==> src/sv/cpst_pkg.sv <==
// Shared types, constants and the hash function of the call profiler.
// Used by cpst_seq and call_profiler_self_total_core; depends on nothing.
`timescale 1ns / 1ps

package cpst_pkg;

	localparam int TABLE_ENTRIES = 512;
	localparam int STACK_DEPTH   = 256;
	localparam int HASH_MODULUS  = 511;
	localparam int SLOT_AW       = $clog2(TABLE_ENTRIES);
	localparam int FRAME_AW      = $clog2(STACK_DEPTH);
	localparam int LEVEL_W       = $clog2(STACK_DEPTH + 1);
	localparam int TIME_W        = 48;
	localparam int OPS_W         = 32;
	localparam int ADDR_W        = 32;
	localparam int CNT_W         = 32;
	localparam int DEPTH_W       = 9;
	localparam int PADDR_W       = 3;
	localparam int PDATA_W       = 32;

	localparam logic [1:0] REQ_CALL  = 2'd0;
	localparam logic [1:0] REQ_RET   = 2'd1;
	localparam logic [1:0] REQ_FLUSH = 2'd2;
	localparam logic [1:0] REQ_READ  = 2'd3;

	localparam logic [2:0] ST_OK          = 3'd0;
	localparam logic [2:0] ST_TABLE_FULL  = 3'd1;
	localparam logic [2:0] ST_STACK_OVF   = 3'd2;
	localparam logic [2:0] ST_STACK_UNDER = 3'd3;
	localparam logic [2:0] ST_DEPTH_UNDER = 3'd4;

	localparam logic REG_PROFILE_ENABLE = 1'b0;

	typedef struct packed {
		logic               used;
		logic [ADDR_W-1:0]  addr;
		logic [CNT_W-1:0]   calls;
		logic [CNT_W-1:0]   accel_calls;
		logic [DEPTH_W-1:0] depth;
		logic [TIME_W-1:0]  start_time;
		logic [OPS_W-1:0]   start_ops;
		logic [TIME_W-1:0]  incl_time;
		logic [OPS_W-1:0]   incl_ops;
		logic [TIME_W-1:0]  excl_time;
		logic [OPS_W-1:0]   excl_ops;
	} slot_rec_t;

	typedef struct packed {
		logic [SLOT_AW-1:0] slot;
		logic [TIME_W-1:0]  enter_time;
		logic [OPS_W-1:0]   entry_ops;
		logic [TIME_W-1:0]  child_time;
		logic [OPS_W-1:0]   child_ops;
	} frame_rec_t;

	typedef struct packed {
		logic               we;
		logic [SLOT_AW-1:0] addr;
		slot_rec_t          wdata;
	} slot_port_t;

	typedef struct packed {
		logic                we;
		logic [FRAME_AW-1:0] addr;
		frame_rec_t          wdata;
	} frame_port_t;

	typedef struct packed {
		logic [2:0]        status;
		logic              entry_valid;
		logic [ADDR_W-1:0] entry_addr;
		logic [CNT_W-1:0]  calls;
		logic [CNT_W-1:0]  accel_calls;
		logic [OPS_W-1:0]  inclusive_ops;
		logic [TIME_W-1:0] inclusive_time;
		logic [OPS_W-1:0]  exclusive_ops;
		logic [TIME_W-1:0] exclusive_time;
	} result_t;

	// Start slot of the probe: addr mod 511. Since 2^9 is 1 mod 511, the
	// 9-bit digits are summed, folded once more, and one subtract finishes.
	function automatic logic [SLOT_AW-1:0] hash_pos(input logic [ADDR_W-1:0] a);
		logic [10:0] s;
		logic [9:0]  t;
		s = 11'(a[8:0]) + 11'(a[17:9]) + 11'(a[26:18]) + 11'(a[31:27]);
		t = 10'(s[8:0]) + 10'(s[10:9]);
		if (t >= 10'(HASH_MODULUS)) begin
			t = t - 10'(HASH_MODULUS);
		end
		return t[SLOT_AW-1:0];
	endfunction

endpackage

==> src/sv/cpst_seq.sv <==
// Sequencer of the call profiler: probe, push, pop and read over the
// slot and frame memories. Depends on cpst_pkg.
`timescale 1ns / 1ps

module cpst_seq (
	input  logic                      clk,
	input  logic                      arst_n,
	input  logic                      enable,
	input  logic                      in_valid,
	output logic                      in_stall,
	input  logic [1:0]                req_type,
	input  logic [cpst_pkg::ADDR_W-1:0] func_addr,
	input  logic                      accel_call,
	input  logic [cpst_pkg::TIME_W-1:0] time_now,
	input  logic [cpst_pkg::OPS_W-1:0]  ops_now,
	input  logic [cpst_pkg::SLOT_AW-1:0] slot_index,
	output cpst_pkg::slot_port_t      slot_port,
	input  cpst_pkg::slot_rec_t       slot_rdata,
	output cpst_pkg::frame_port_t     frame_port,
	input  cpst_pkg::frame_rec_t      frame_rdata,
	output logic                      res_valid,
	output cpst_pkg::result_t         res,
	input  logic                      res_take
);

	typedef enum logic [9:0] {
		S_CLEAR = 10'b0000000001,
		S_IDLE  = 10'b0000000010,
		S_PROBE = 10'b0000000100,
		S_PCHK  = 10'b0000001000,
		S_POPF  = 10'b0000010000,
		S_POPS  = 10'b0000100000,
		S_POPU  = 10'b0001000000,
		S_RDRQ  = 10'b0010000000,
		S_RDAT  = 10'b0100000000,
		S_RESP  = 10'b1000000000
	} state_t;

	state_t state_q, state_d;
	logic [cpst_pkg::LEVEL_W-1:0] level_q, level_d;
	logic [cpst_pkg::SLOT_AW-1:0] pos_q, pos_d, cnt_q, cnt_d, clr_q, clr_d;

	logic [1:0]                    req_q;
	logic [cpst_pkg::ADDR_W-1:0]   addr_q;
	logic                          accel_q;
	logic [cpst_pkg::TIME_W-1:0]   now_q;
	logic [cpst_pkg::OPS_W-1:0]    ops_q;
	logic [cpst_pkg::SLOT_AW-1:0]  idx_q;
	cpst_pkg::frame_rec_t          fr_q;
	logic [cpst_pkg::TIME_W-1:0]   run_q;
	logic [cpst_pkg::OPS_W-1:0]    runops_q;
	cpst_pkg::result_t             res_q, res_d;

	logic                          accept;
	logic                          hit;
	cpst_pkg::slot_rec_t           base, upd;
	cpst_pkg::frame_rec_t          parent;
	logic [cpst_pkg::LEVEL_W-1:0]  top;
	logic [cpst_pkg::LEVEL_W-1:0]  below;

	assign accept    = in_valid && (state_q == S_IDLE);
	assign in_stall  = (state_q != S_IDLE);
	assign res_valid = (state_q == S_RESP);
	assign res       = res_q;
	assign top       = level_q - cpst_pkg::LEVEL_W'(1);
	assign below     = level_q - cpst_pkg::LEVEL_W'(2);

	always_comb begin
		base = slot_rdata;
		if (!slot_rdata.used) begin
			base      = '0;
			base.used = 1'b1;
			base.addr = addr_q;
		end
		hit = !slot_rdata.used || (slot_rdata.addr == addr_q);
	end

	always_comb begin
		state_d    = state_q;
		level_d    = level_q;
		pos_d      = pos_q;
		cnt_d      = cnt_q;
		clr_d      = clr_q;
		res_d      = res_q;
		upd        = base;
		parent     = frame_rdata;
		slot_port  = '0;
		frame_port = '0;
		slot_port.addr  = pos_q;
		frame_port.addr = top[cpst_pkg::FRAME_AW-1:0];
		unique case (state_q)
			S_CLEAR: begin
				slot_port.we   = 1'b1;
				slot_port.addr = clr_q;
				clr_d = clr_q + cpst_pkg::SLOT_AW'(1);
				if (clr_q == cpst_pkg::SLOT_AW'(cpst_pkg::TABLE_ENTRIES - 1)) begin
					state_d = S_IDLE;
				end
			end
			S_IDLE: begin
				if (accept) begin
					res_d = '0;
					if (req_type == cpst_pkg::REQ_READ) begin
						state_d = S_RDRQ;
					end else if (!enable) begin
						state_d = S_RESP;
					end else if (req_type == cpst_pkg::REQ_CALL) begin
						pos_d   = cpst_pkg::hash_pos(func_addr);
						cnt_d   = '0;
						state_d = S_PROBE;
					end else begin
						state_d = S_POPF;
					end
				end
			end
			S_PROBE: begin
				state_d = S_PCHK;
			end
			S_PCHK: begin
				if (hit) begin
					if (level_q == cpst_pkg::LEVEL_W'(cpst_pkg::STACK_DEPTH)) begin
						res_d.status = cpst_pkg::ST_STACK_OVF;
					end else begin
						upd.calls       = base.calls + cpst_pkg::CNT_W'(1);
						upd.accel_calls = base.accel_calls + cpst_pkg::CNT_W'(accel_q);
						if (base.depth == '0) begin
							upd.start_time = now_q;
							upd.start_ops  = ops_q;
						end
						upd.depth       = base.depth + cpst_pkg::DEPTH_W'(1);
						slot_port.we    = 1'b1;
						slot_port.wdata = upd;
						frame_port.we   = 1'b1;
						frame_port.addr = level_q[cpst_pkg::FRAME_AW-1:0];
						frame_port.wdata.slot       = pos_q;
						frame_port.wdata.enter_time = now_q;
						frame_port.wdata.entry_ops  = ops_q;
						level_d = level_q + cpst_pkg::LEVEL_W'(1);
						res_d.status = cpst_pkg::ST_OK;
					end
					state_d = S_RESP;
				end else if (cnt_q == cpst_pkg::SLOT_AW'(cpst_pkg::TABLE_ENTRIES - 1)) begin
					res_d.status = cpst_pkg::ST_TABLE_FULL;
					state_d = S_RESP;
				end else begin
					pos_d   = pos_q + cpst_pkg::SLOT_AW'(1);
					cnt_d   = cnt_q + cpst_pkg::SLOT_AW'(1);
					state_d = S_PROBE;
				end
			end
			S_POPF: begin
				if (level_q == '0) begin
					res_d.status = (req_q == cpst_pkg::REQ_RET) ?
						cpst_pkg::ST_STACK_UNDER : cpst_pkg::ST_OK;
					state_d = S_RESP;
				end else begin
					state_d = S_POPS;
				end
			end
			S_POPS: begin
				slot_port.addr  = frame_rdata.slot;
				frame_port.addr = below[cpst_pkg::FRAME_AW-1:0];
				state_d = S_POPU;
			end
			S_POPU: begin
				if (slot_rdata.depth == '0) begin
					res_d.status = cpst_pkg::ST_DEPTH_UNDER;
					state_d = S_RESP;
				end else begin
					upd = slot_rdata;
					upd.excl_time = slot_rdata.excl_time + run_q - fr_q.child_time;
					upd.excl_ops  = slot_rdata.excl_ops + runops_q - fr_q.child_ops;
					upd.depth     = slot_rdata.depth - cpst_pkg::DEPTH_W'(1);
					if (slot_rdata.depth == cpst_pkg::DEPTH_W'(1)) begin
						upd.incl_time = slot_rdata.incl_time + (now_q - slot_rdata.start_time);
						upd.incl_ops  = slot_rdata.incl_ops + (ops_q - slot_rdata.start_ops);
						upd.start_time = '0;
						upd.start_ops  = '0;
					end
					slot_port.we    = 1'b1;
					slot_port.addr  = fr_q.slot;
					slot_port.wdata = upd;
					parent.child_time = frame_rdata.child_time + run_q;
					parent.child_ops  = frame_rdata.child_ops + runops_q;
					frame_port.we     = (top != '0);
					frame_port.addr   = below[cpst_pkg::FRAME_AW-1:0];
					frame_port.wdata  = parent;
					level_d = top;
					if ((req_q == cpst_pkg::REQ_FLUSH) && (top != '0)) begin
						state_d = S_POPF;
					end else begin
						res_d.status = cpst_pkg::ST_OK;
						state_d = S_RESP;
					end
				end
			end
			S_RDRQ: begin
				slot_port.addr = idx_q;
				state_d = S_RDAT;
			end
			S_RDAT: begin
				if (slot_rdata.used) begin
					res_d.entry_valid    = 1'b1;
					res_d.entry_addr     = slot_rdata.addr;
					res_d.calls          = slot_rdata.calls;
					res_d.accel_calls    = slot_rdata.accel_calls;
					res_d.inclusive_ops  = slot_rdata.incl_ops;
					res_d.inclusive_time = slot_rdata.incl_time;
					res_d.exclusive_ops  = slot_rdata.excl_ops;
					res_d.exclusive_time = slot_rdata.excl_time;
				end
				state_d = S_RESP;
			end
			S_RESP: begin
				if (res_take) begin
					state_d = S_IDLE;
				end
			end
			default: begin
				state_d = S_CLEAR;
			end
		endcase
	end

	always_ff @(posedge clk or negedge arst_n) begin
		if (!arst_n) begin
			state_q <= S_CLEAR;
			level_q <= '0;
			pos_q   <= '0;
			cnt_q   <= '0;
			clr_q   <= '0;
		end else begin
			state_q <= state_d;
			level_q <= level_d;
			pos_q   <= pos_d;
			cnt_q   <= cnt_d;
			clr_q   <= clr_d;
		end
	end

	always_ff @(posedge clk) begin
		res_q <= res_d;
		if (accept) begin
			req_q   <= req_type;
			addr_q  <= func_addr;
			accel_q <= accel_call;
			now_q   <= time_now;
			ops_q   <= ops_now;
			idx_q   <= slot_index;
		end
		if (state_q == S_POPS) begin
			fr_q     <= frame_rdata;
			run_q    <= now_q - frame_rdata.enter_time;
			runops_q <= ops_q - frame_rdata.entry_ops;
		end
	end

	a_level_bound: assert property (@(posedge clk) disable iff (!arst_n)
		level_q <= cpst_pkg::LEVEL_W'(cpst_pkg::STACK_DEPTH))
		else $error("frame stack level beyond its depth");

	a_no_write_idle: assert property (@(posedge clk) disable iff (!arst_n)
		(state_q == S_IDLE) |-> !slot_port.we && !frame_port.we)
		else $error("memory write while idle");

	a_frame_write_src: assert property (@(posedge clk) disable iff (!arst_n)
		frame_port.we |-> (state_q == S_PCHK || state_q == S_POPU))
		else $error("frame write outside push or pop");

	a_resp_done: assert property (@(posedge clk) disable iff (!arst_n)
		(state_q == S_RESP && res_take) |=> (state_q == S_IDLE))
		else $error("result taken but sequencer not idle");

endmodule
==> config.mk <==
export PLATFORM = sky130hd
export DESIGN_NAME = cpst_seq
export DESIGN_NICKNAME = d
export VERILOG_FILES = /design/src/sv/cpst_pkg.sv /design/src/sv/cpst_seq.sv
export SDC_FILE = /design/constraint.sdc
export NUM_CORES = 2
export LEC_CHECK = 0
export ABC_AREA = 1
export BUFFER_PORTS_ARGS = -buffer_cell sky130_fd_sc_hd__buf_2
export CAP_MARGIN = 25
export CORE_AREA = 3 3 560 562
export DETAILED_ROUTE_END_ITERATION = 16
export DIE_AREA = 0 0 563 565
export GPL_TIMING_DRIVEN = 0
export PLACE_DENSITY_LB_ADDON = 0.12
export SYNTH_ARGS = -nofsm -noshare
export SYNTH_HDL_FRONTEND = slang
export SYNTH_SLANG_ARGS = --single-unit
==> constraint.sdc <==
create_clock -name clk -period 22.3 [get_ports clk]
set_input_delay 2.23 -clock clk [delete_from_list [all_inputs] [get_ports clk]]
set_output_delay 2.23 -clock clk [all_outputs]
set_load 0.1 [all_outputs]
Word-level counts from Yosys, hierarchy flattened:

Cells that the tools add are included.

* magnitude comparators: 1
* muxes and demuxes: 60
* add/subtract/negate cells: 27
* reduce and logical (&&, ||, !) cells: 18
* equal/unequal tests: 34

Operators by type and width (number)
* two-way mux 346 bit: 2
* one-hot mux 346 bit (2 select lines): 1
* one-hot mux 257 bit (2 select lines): 1
* two-way mux 356 bit: 1
* two-way mux 345 bit: 1
* two-way mux 260 bit: 1
* two-way mux 257 bit: 1
* two-way mux 98 bit: 2
* two-way mux 178 bit: 1
* one-hot mux 89 bit (2 select lines): 1
* two-way mux 160 bit: 1
* two-way mux 80 bit: 2
* adder 48 bit: 3
* two-way mux 9 bit: 16
* subtractor 48 bit: 3
* two-way mux 10 bit: 10
* one-hot mux 10 bit (10 select lines): 1
* adder 32 bit: 3
* subtractor 32 bit: 3
* one-hot mux 9 bit (2 select lines): 3
* adder 9 x 1 -> 9 bit (second input constant): 5
* one-hot mux 9 bit (4 select lines): 1
* adder 32 x 1 -> 32 bit: 1
* adder 32 x 1 -> 32 bit (second input constant): 1
* 47 further kinds: 75

* input bits: 644
* output and inout port bits: 796
* register bits: 599

Logic depth before layout (Yosys ltp):

* depth after elaboration: 11
* gate-level depth with buffers: 30
* gate-level depth less buffers: 30

Worst setup path after synthesis:

Ideal clock, no wire load.

* kind: in2reg
* start: in slot_rdata[345] in the netlist's numbering
* end: reg res_q (netlist bit res[0]) (enable)
* path slack: -0.508 ns
* cell stages on the path: 6
* arrival: 21.554 ns
* setup time: 1.254 ns
* cell sequence: buf_4 -> buf_6 -> buf_6 -> inv_1 -> clkbuf_1 -> a211oi_1

* longest elaborated chain between the ends: 2

Ends and longest elaborated chain
* start, declared: line cpst_seq.sv:18 `input cpst_pkg::slot_rec_t slot_rdata,`
* inequality test 2 bit (no source line)
* AND reduction 3 bit (no source line)
* end signal, assigned: line cpst_seq.sv:242 `res_q <= res_d;`
* end, declared: line cpst_seq.sv:52 `cpst_pkg::result_t res_q, res_d;`

No other way between the ends.
A chain may end at the register's enable or synchronous reset.

==> tab_implementation.tex <==
\begin{tabular}{lr}
\hline
Metric & Value \\
\hline
\multicolumn{2}{l}{\textbf{Run status}} \\
Result of the run & finished, final reports clean \\
\multicolumn{2}{l}{\textbf{Placed design}} \\
Final weighted congestion in routability-driven placement & 0.9771 \\
Detailed-placement wirelength estimate & 383.5 mm \\
Placed instance count & 13,350 \\
Cell area reported after detailed placement & 69,700 sq um \\
Number of buffers inserted by port buffering & 1,438 \\
Placement-stage worst setup slack & 11.40 ns \\
\multicolumn{2}{l}{\textbf{Detailed routing}} \\
Total Wirelength & 434.9 mm \\
Initial DRC count & 5,808 \\
Average wire per standard cell & 31.99 um \\
Vias & 64,350 \\
Post-detailed-route count of antenna-violating nets & 0 \\
Drt drc & 0 \\
Via-to-Cell Ratio & 4.733 \\
Detailed-routing iteration count for the pre-antenna-repair pass & 6 \\
\multicolumn{2}{l}{\textbf{Cells and area}} \\
Non-filler instance count after layout & 13,600 \\
Post-Route Utilization & 23.64\% \\
Post-layout instance area & 73,010 sq um \\
Layout cell share with drive strength beyond 1 & 19.46\% \\
Area Growth Syn to Fin & 29.26\% \\
Final net count & 10,500 \\
\multicolumn{2}{l}{\textbf{Setup path}} \\
Kind of start point of the critical path & input pin \\
Most frequent cell on the critical path & nand2\_1 \\
Worst EP arrival & 8.76 ns \\
Crit path required time & 20.07 ns \\
Endpoint class of the critical path & output pin \\
Reg-to-Reg Start & now\_q[0]\$\_DFFE\_PP\_ \\
Timing startpoint of the critical path & slot\_rdata[345] \\
Start-to-end type of the worst setup path & input pin to output pin \\
Library cell contributing the largest single delay on the critical path & clkbuf\_1 \\
Delay contributed by the slowest stage of the critical path & 0.83 ns \\
CP bufs+invs & 9 \\
Critical path's top delay family & buffers and inverters \\
Largest fanout of any net on the critical path & 10 \\
\multicolumn{2}{l}{\textbf{Pwr}} \\
Sequential group share of total power & 33.5\% \\
Ratio of total power to cell area & 50.03 nW/um\^{}2 \\
Pleak & 34.60 nW \\
Combinational fraction of design power & 23.3\% \\
Net switching power of the design & 1.243 mW \\
Internal power consumption & 2.409 mW \\
Part of the power in the clock network & 43.2\% \\
Largest vdd supply drop & 65.29 uV \\
Overall power consumption & 3.653 mW \\
Proportion of total power due to net switching & 34.03\% \\
\multicolumn{2}{l}{\textbf{Synth}} \\
Register area share after synthesis & 31.44\% \\
Cell count after synthesis & 7,746 \\
Area contributors post-synth & edfxtp\_1, inv\_1, nand2\_1 \\
Post-synthesis sequential element count & 599 \\
Proportion of register bits with asynchronous set or reset after synthesis & 7.679\% \\
Post-Syn Area per Cell & 7.291 sq um \\
Share of the synthesized area in the top cell type & 29.40\% \\
Yosys top cell by area & edfxtp\_1 \\
Main synth FF type & edfxtp\_1 \\
Number of synthesis warnings & 0 \\
Post-Syn Area & 56,480 sq um \\
Net count of the mapped netlist & 8,916 \\
EDFF count, synth & 553 \\
Number of distinct library cell variants in the gate-level netlist after synthesis & 66 \\
\multicolumn{2}{l}{\textbf{Clocking}} \\
TritonCTS Buffers & 96 \\
Number of gates resized after CTS & 0 \\
Clock sinks & 599 \\
Clock latency on the worst-skew pair & 0.84 ns \\
Hold buffer count at CTS & 0 \\
Maximum root-to-sink buffer count & 4 \\
Clk Tree Root Cell & clkbuf\_16 \\
Maximum level of the CTS H-tree & 3 \\
Clock slew at the register clock pins of the worst setup and hold paths & 0.05 ns \\
Clock tree from TritonCTS & yes \\
Post-CTS setup buffers & 0 \\
\multicolumn{2}{l}{\textbf{Floorplanning}} \\
Die W & 563 um \\
Placeable Area & 308,800 sq um \\
Die ar. & 318,100 sq um \\
Number of top-level design ports & 1,440 \\
Site Rows & 204 \\
Initial Utilization & 18.29\% \\
Height of the chip & 565 um \\
\multicolumn{2}{l}{\textbf{Global routing}} \\
Overflow left after global routing & 0 \\
Largest net degree at the start of global routing & 72 \\
Total global-route track usage & 26.14\% \\
Number of antenna violations at the first check in global routing & 196 \\
Wire length of the first global-routing pass & 564.7 mm \\
Number of global-route vias before repair & 62,300 \\
\multicolumn{2}{l}{\textbf{Timing}} \\
Slew at the pin closest to its max-slew limit & 1.226 ns \\
Fraction of the cycle the final worst path needs & 49.29\% \\
Worst rel slew slack & 17.38\% \\
Unrepaired setup endpoints after global routing & no \\
Largest clock skew in the final design & 0.06378 ns \\
Final hold slack & 0.4747 ns \\
Final Max Tran Viols & 0 \\
Setup Viol. Count Final & 0 \\
Final count of hold timing violations & 0 \\
Final total negative setup slack & 0 ns \\
Minimum clock period after layout & 10.99 ns \\
Highest attainable clock frequency & 90.99 MHz \\
Final Worst Setup Slack & 11.31 ns \\
\multicolumn{2}{l}{\textbf{Hold path}} \\
Origin of the worst min-delay path & clr\_q[6]\$\_DFFE\_PN0N\_ \\
Worst min path class & flop to flop \\
\multicolumn{2}{l}{\textbf{Run}} \\
Number of maximum-capacitance violations & 0 \\
\hline
\end{tabular}
==> sequential cells by signal, summed over array words and instances, names as in the netlist <==
signal / flops
accel_q: 1
addr_q: 32
clr_q: 9
cnt_q: 9
fr_q: 89
idx_q: 9
level_q: 9
now_q: 48
ops_q: 32
pos_q: 9
req_q: 2
res: 260
run_q: 48
runops_q: 32
state_q: 10
==> layout by cell type, fill, tap and decap left out, types with 33 or more instances in the layout <==
cell | synthesis | layout
nand4_1 | 80 | 80
clkbuf_1 | 98 | 112
nand3_1 | 444 | 444
o21ai_1 | 47 | 48
fa_1 | 175 | 175
o21ai_0 | 597 | 596
edfxtp_1 | 553 | 553
xnor2_1 | 66 | 66
o21bai_1 | 40 | 40
or2_2 | 33 | 33
xor2_1 | 113 | 113
o22ai_1 | 217 | 217
nor2_1 | 900 | 899
inv_1 | 1528 | 1528
clkbuf_16 | 0 | 98
a21oi_1 | 547 | 547
a31oi_1 | 49 | 49
o21a_1 | 50 | 50
nand2_1 | 1235 | 1235
o211ai_1 | 100 | 100
dfrtp_1 | 45 | 45
diode_2 | 0 | 71
nor4_1 | 35 | 35
nor3_1 | 91 | 90
buf_2 | 89 | 1527
a21o_1 | 53 | 53
ha_1 | 351 | 351
==> worst paths after layout <==
path / cells after the start / endpoint / slack (ns)
worst max-delay path: 26 / slot_port[275] / 11.31
worst min-delay path: 1 / clr_q[6]$_DFFE_PN0N_ / 0.47
max in group asynchronous: 2 / state_q[0]$_DFFE_PN1P_ / 20.26
min in group asynchronous: 1 / pos_q[6]$_DFFE_PN0P_ / 1.40
worst min register to register: 1 / clr_q[6]$_DFFE_PN0N_ / 0.47
worst max register to register: 10 / run_q[34]$_DFFE_PN_ / 18.22
==> power by group through the flow <==
stage / clock, mW / sequential, mW / combinational (mW)
after floorplan: 0 / 1.25 / 0.497
after global placement: 0 / 1.24 / 0.844
after detailed placement: 0 / 1.24 / 0.842
after CTS: 1.63 / 1.22 / 0.846
after global routing: 1.66 / 1.22 / 0.946
final: 1.58 / 1.22 / 0.853
==> routing by layer <==
layer | global-route usage [%] | vias up | routed length (um)
li1 | - | 29110 | -
met1 | 36.47 | 31900 | 199600
met2 | 40.41 | 2786 | 189500
met3 | 4.480 | 503 | 29010
met4 | 9.116 | 50 | 16460
met5 | 0 | - | 345
==> worst reg2reg max path: cells and delay by family, from the launching register on <==
family,cells,cell delay [ns]
XOR/XNOR,1,0.18
adder cells (fa/ha/maj),2,0.76
buffers and inverters,1,0.34
flip-flops,1,0.53
AO/OA/AOI/OAI,6,2.01
==> final cells by class <==
class | count | area [sq um]
buffer | 198 | 907.1
antenna | 71 | 177.7
tap | 4120 | 5155
inverter | 1546 | 5808
sequential | 599 | 17760
timing repair buffer | 1486 | 8041
clock buffer | 123 | 2596
multi-input combinational | 5403 | 32040
clock inverter | 50 | 519.2
fill | 35070 | 235800
==> cell usage after synthesis, drive strengths merged (49+ instances only) <==
cell type and instances:
o22ai 217, nand4 82, a31oi 49, a21o 53, nand2 1242, xor2 113, edfxtp 553, ha 351
nor2 921, buf 100, clkbuf 98, o21ai 645, nand3 446, o211ai 100, xnor2 66, fa 175
o21a 50, inv 1543, nor3 93, a21oi 547
==> cell families (layout without fill, tap and decap cells) <==
logic type	after synthesis	count (layout)	share of synthesized area [%]
adders and majority gates	526	526	13.98
other	0	71	0
and+or+nand+nor	2894	2894	21.69
AOI/OAI and AO/OA	1804	1804	18.25
buffers and inverters	1744	3403	11.87
DFF	599	599	31.44
xor gates and xnor gates	179	179	2.776
(Power assumes the default switching activity.)
